==> src/design/hqe_pkg.sv <==
// Shared constants, widths and types for the histogram equaliser.
// No dependencies; imported by hqe_divider and histogram_equalizer_8bit.
package hqe_pkg;

   localparam int MAX_PIXELS = 65536;
   localparam int NUM_BINS   = 256;
   localparam int PIX_W      = 8;
   localparam int TOTAL_W    = $clog2(MAX_PIXELS + 1);
   // 510*cum + N stays below 512*N
   localparam int NUM_W      = TOTAL_W + 9;
   localparam int DEN_W      = TOTAL_W + 1;
   localparam int STEP_W     = $clog2(PIX_W);

   localparam logic REQ_COUNT = 1'b0;
   localparam logic REQ_REMAP = 1'b1;

   typedef struct packed {
      logic             done;
      logic [PIX_W-1:0] quotient;
   } div_stat_type;

endpackage

==> src/design/hqe_divider.sv <==
// Restoring divider, one quotient bit per cycle, for the mapping table build.
// Depends on hqe_pkg for widths and the status struct.
module hqe_divider import hqe_pkg::*; (
   input  logic             clock,
   input  logic             reset,
   input  logic             start,
   input  logic [NUM_W-1:0] num,
   input  logic [DEN_W-1:0] den,
   output div_stat_type     stat
);

   logic [NUM_W-1:0]  rem_ff, rem_in;
   logic [DEN_W-1:0]  den_ff, den_in;
   logic [STEP_W-1:0] step_ff, step_in;
   logic [PIX_W-1:0]  quo_ff, quo_in;
   logic              busy_ff, busy_in;
   logic              done_ff, done_in;
   logic [NUM_W-1:0]  den_sh;
   logic              fit;

   always_comb begin
      den_sh = NUM_W'(den_ff) << step_ff;
      fit    = (rem_ff >= den_sh);
      rem_in  = rem_ff;
      den_in  = den_ff;
      step_in = step_ff;
      quo_in  = quo_ff;
      busy_in = busy_ff;
      done_in = 1'b0;
      if (start) begin
         rem_in  = num;
         den_in  = den;
         step_in = STEP_W'(PIX_W - 1);
         quo_in  = '0;
         busy_in = 1'b1;
      end else if (busy_ff) begin
         if (fit) begin
            rem_in = rem_ff - den_sh;
         end
         quo_in = {quo_ff[PIX_W-2:0], fit};
         if (step_ff == '0) begin
            busy_in = 1'b0;
            done_in = 1'b1;
         end else begin
            step_in = step_ff - 1'b1;
         end
      end
   end

   always_ff @(posedge clock) begin
      if (reset) begin
         busy_ff <= 1'b0;
         done_ff <= 1'b0;
      end else begin
         busy_ff <= busy_in;
         done_ff <= done_in;
      end
      rem_ff  <= rem_in;
      den_ff  <= den_in;
      step_ff <= step_in;
      quo_ff  <= quo_in;
   end

   assign stat.done     = done_ff;
   assign stat.quotient = quo_ff;

endmodule

==> config.mk <==
export PLATFORM = sky130hd
export DESIGN_NAME = hqe_divider
export DESIGN_NICKNAME = d
export VERILOG_FILES = /design/src/design/hqe_pkg.sv /design/src/design/hqe_divider.sv
export SDC_FILE = /design/constraint.sdc
export NUM_CORES = 1
export LEC_CHECK = 0
export ABC_AREA = 1
export BUFFER_PORTS_ARGS = -buffer_cell sky130_fd_sc_hd__buf_2
export CORE_MARGIN = 3
export CORE_UTILIZATION = 40
export CTS_CLUSTER_DIAMETER = 100
export DETAILED_ROUTE_END_ITERATION = 10
export MAX_ROUTING_LAYER = met4
export SETUP_SLACK_MARGIN = 0.5
export SLEW_MARGIN = 10
export SYNTH_ARGS = -nofsm -noshare
export SYNTH_HDL_FRONTEND = slang
export SYNTH_SLANG_ARGS = --single-unit
export TNS_END_PERCENT = 1
==> constraint.sdc <==
create_clock -name clock -period 7.3 [get_ports clock]
set_clock_uncertainty 0.2 [all_clocks]
set_input_delay 0.73 -clock clock [delete_from_list [all_inputs] [get_ports clock]]
set_output_delay 0.73 -clock clock [all_outputs]
set_load 0.01 [all_outputs]
* Word-level counts from Yosys, hierarchy flattened
Index checks and enable logic that the tools add are counted.
** Storage, ports and cells
- Word-level logic and storage cells :: 25
- Output and inout bits :: 9
- Input bits :: 47
- Bits in registers :: 57
** Cells by class
- Add/sub/neg operators :: 2
- Muxes and demuxes :: 7
- Shift operators :: 1
- Order comparisons :: 1
- Bitwise logic cells :: 2
- Reductions and logical operators :: 6
** Operator list (count)
- $mux W26 :: 3
- $ge A26 B26 Y1 :: 1
- $shl A18 B3 Y26 :: 1
- $sub A26 B26 Y26 :: 1
- $mux W1 :: 4
- $reduce_and A2 Y1 :: 2
- $reduce_bool A2 Y1 :: 2
- $logic_not A3 Y1 :: 1
- $reduce_or A3 Y1 :: 1
- $sub A3 B1 Y3 const B :: 1
- $not A1 Y1 :: 2

* Depth between registers and ports, before layout
- Depth after elaboration :: 5
- Gate-level depth with buffers :: 20
- Mapped depth without buffers :: 20

* Worst setup path before layout
No wires, ideal clock.
- Path type :: reg2reg
- Start point :: register step_ff[1]
- End point :: register rem_ff[0] (enable)
- Arrival time :: 2602 ps
- Required time :: 6717 ps
- Path buffers :: 1
- Setup slack :: 4115 ps
- Clock period less this slack :: 3185 ps
- Cell stages (with the launch flop) :: 16
- Library setup time :: 383 ps
- Path through :: dfxtp_1 -> clkinv_1 -> clkbuf_1 -> o21ai_0 -> o21ai_0 -> ha_1 -> nand2_2 -> nor2_4 -> nand2_2 -> nor2_1 -> nand2_1 -> nand3_1 -> nor2_1 -> nand2_1 -> nand2_1 -> nand2_1
** On the way
- Word-level cells in the longest chain between the ends :: 4
** RTL lines
- from (decl) :: RTL line hqe_divider.sv:14 : logic [STEP_W-1:0] step_ff, step_in;
- from (signal assigned) :: RTL line hqe_divider.sv:60 : step_ff <= step_in;
- $shl A18 B3 Y26 :: RTL line hqe_divider.sv:22 : den_sh = NUM_W'(den_ff) << step_ff;
- $ge A26 B26 Y1 :: RTL line hqe_divider.sv:23 : fit = (rem_ff >= den_sh);
- $reduce_bool A2 Y1 (no line)
- $reduce_and A2 Y1 (no line)
- to (signal assigned) :: RTL line hqe_divider.sv:58 : rem_ff <= rem_in;
- to (decl) :: RTL line hqe_divider.sv:12 : logic [NUM_W-1:0] rem_ff, rem_in;
No other way between the ends.
A chain may end at the register's enable or synchronous reset.

* Worst setup path in the final report
- Start point :: register step_ff[1]
- End point :: register rem_ff[22] (enable)
The elaborated chain is that of the path after synthesis.

==> impl_metrics.json <==
{
  "synthArstFlopShare_pct": 0,
  "yosysTopAreaCell": "edfxtp_1",
  "synthDominantCellAreaShare_pct": 28.44,
  "timing.rr.start": "step_ff[1]",
  "grt_overflow": 0,
  "die_w_um": 113.8,
  "cts_inserted_buffers": 9,
  "yosysUniqueCellTypes": 36,
  "worstSetupPathType": "register to register",
  "drt_iter0_drc": 216,
  "ys.flop_type": "edfxtp_1",
  "post_cts_resized": 0,
  "relSlewSlack_pct": 51.05,
  "irDropWorstVdd_mv": 0.1098,
  "clockBufferDepth": 2,
  "grt_max_degree": 52,
  "grt_usage_pct": 20.28,
  "cts_tree": "done",
  "synth_common_cells": "279 x nand2_1, 76 x inv_1, 49 x nand3_1",
  "period_minus_slack_ns": 4.226,
  "post-cts-setup-buffers": 0,
  "worstPathMaxFanout": 29,
  "chipHeight_um": 113.8,
  "routed_via_density": 5.002,
  "dp_hpwl_um": 9854,
  "portBuffers": 55,
  "status": "complete, no violations",
  "synth.area.top_cells": "edfxtp_1 28%, nand2_1 23%, ha_1 7.3%",
  "yosys_warnings": 0,
  "ioPinCount": 56,
  "synth-edff-count": 44,
  "synth.net_count": 774,
  "p_sw_uw": 678.3,
  "dieArea_um2": 12940,
  "p_int_uw": 933.8,
  "place.gp.congestion": 0.9678,
  "holdBufCountCts": 0,
  "antenna_found_initial": 0,
  "finalCritPeriodShare_pct": 57.90,
  "area_delta_synth_final_pct": 14.68,
  "nets": 823,
  "arrival_ns": 3.98,
  "finalHoldViolCount": 0,
  "power.density_nw_per_um2": 302.6,
  "drive_above_1_share_pct": 15.27,
  "cts_root_buffer": "clkbuf_16",
  "max_freq_mhz": 236.6,
  "final_area_um2": 5328,
  "worstHoldPathType": "register to register",
  "ant_nets": 0,
  "rrSetupSlack_ns": 3.07,
  "netlist_instances": 699,
  "clock_sinks": 57,
  "comb_power_share_pct": 46.2,
  "yosysSeqAreaShare_pct": 34.04,
  "rsz0062_at_grt": "no",
  "diodes": 0,
  "p_total_uw": 1612,
  "place_area_um2": 5029,
  "drv_cap": 0,
  "row_count": 38,
  "power_frac_seq_pct": 27.7,
  "leakage_uw": 0.002684,
  "drcViolationCount": 0,
  "clk_pin_slew_ns": 0.05,
  "dr.pass1.iters": 5,
  "crit_path_end_kind": "register",
  "switching_share_pct": 42.07,
  "fin_setup_tns_ns": 0,
  "cts_max_level": 3,
  "min-delay-start": "quo_ff[5]",
  "vias": 4467,
  "synth-seq-cells": 57,
  "setup_viol": 0,
  "wl_um": 12350,
  "slew_viol_final": 0,
  "yosysMostFrequentCell": "nand2_1",
  "syn_area_per_cell_um2": 6.646,
  "syn_area_um2": 4646,
  "post_drt_wl_per_cell_um": 13.83,
  "worst_pin_slew_ns": 0.7332,
  "p_clk_share_pct": 26.0,
  "cp-startpoint": "step_ff[1]",
  "grt_pass1_vias": 4284,
  "fp.coreArea_um2": 11080,
  "grt_pass1_wl_um": 20220,
  "critical_path_required_ns": 7.05,
  "clk_latency_ns": 0.33,
  "critPathLaunchType": "register",
  "start_util_pct": 41.94,
  "fin_util_pct": 48.09
}
==> stage by stage <==
step / instances / setup slack, ns / hold slack (ns)
6_report: 893 / 3.074 / 0.3007
5_1_grt: 893 / 2.583 / 0.3308
4_1_cts: 893 / 2.644 / 0.3027
3_5_place_dp: 877 / 2.646 / 0.2946
3_3_place_gp: 877 / 2.766 / 0.2830
2_1_floorplan: 699 / 4.115 / 0.3140
==> cell type report <==
type / instances / area [µm²]
Clock buffer: 11 / 264.0
Clock inverter: 5 / 32.53
Fill cell: 1144 / 5751
Inverter: 82 / 307.8
Multi-Input combinational cell: 541 / 2676
Sequential cell: 57 / 1582
Tap cell: 140 / 175.2
Timing Repair Buffer: 57 / 290.3
==> placed cells by master (no fill, tap or decap), types with 2 or more instances in the layout <==
cell type  instances
clkbuf_16         10
mux2i_1            3
inv_4              3
or2_1              4
ha_1              27
nor2_1            48
nor2_2             8
nand2_1          278
nand3_2            2
nor3_2             2
inv_2              3
inv_1             76
a31oi_1            3
a21oi_1           25
or2_2              6
dfxtp_1           13
nand3b_1           6
edfxtp_1          44
nand3_1           49
buf_4              2
o21bai_1           4
o21ai_2            2
buf_2             55
nor2_4             2
a21oi_2            4
o21ai_0           38
nand4_1            7
clkinv_1           3
nor3_1             4
o21ai_1            2
nand2_2           12
==> power groups by stage <==
stage | sequential, µW | clock [µW] | combinational [µW]
2_1_floorplan | 441 | 0 | 565
3_3_place_gp | 453 | 0 | 725
3_5_place_dp | 454 | 0 | 737
4_1_cts | 448 | 427 | 741
5_1_grt | 453 | 442 | 851
6_report | 447 | 419 | 746
==> path summary, 6_finish.rpt <==
kind / endpoint / depth (start not counted)
worst min register to register: quo_ff[6] / 2
worst max register to register: rem_ff[22] / 16
worst min-delay path: quo_ff[6] / 2
worst max-delay path: rem_ff[22] / 16
==> critical path, stage by stage (launching register included) <==
cell	delay [ns]
dfxtp_1	0.55
clkinv_1	0.61
nand3_1	0.26
o21ai_0	0.15
nand2_1	0.09
o21ai_0	0.19
ha_1	0.46
nand2_2	0.10
nor2_2	0.18
nand2_1	0.10
nor2_1	0.11
nand2_1	0.06
nand3_1	0.06
nor2_1	0.05
nand2_1	0.06
nand2_1	0.09
nand2_2	0.53
==> cells by family after synthesis <==
family / after synthesis / synth area share, %
AOI/OAI and AO/OA: 80 / 9.588
xor gates and xnor gates: 1 / 0.1886
adders and majority gates: 28 / 7.703
buffers and inverters: 101 / 8.403
DFF: 57 / 34.04
muxes: 3 / 0.6464
and+or+nand+nor: 429 / 39.43
==> metal layers <==
layer	part of all wire (%)	track usage, %	vias up
met3	5.1	3.183	22
met5	0	-	-
met1	48	26.92	1986
li1	-	-	2352
met4	2.1	6.809	0
met2	45	31.84	107
==> registers in the layout, indices dropped and copies added (netlist names) <==
signal   count
quo_ff       8
busy_ff      1
step_ff      3
done_ff      1
den_ff      18
rem_ff      26
(Power assumes the default switching activity.)
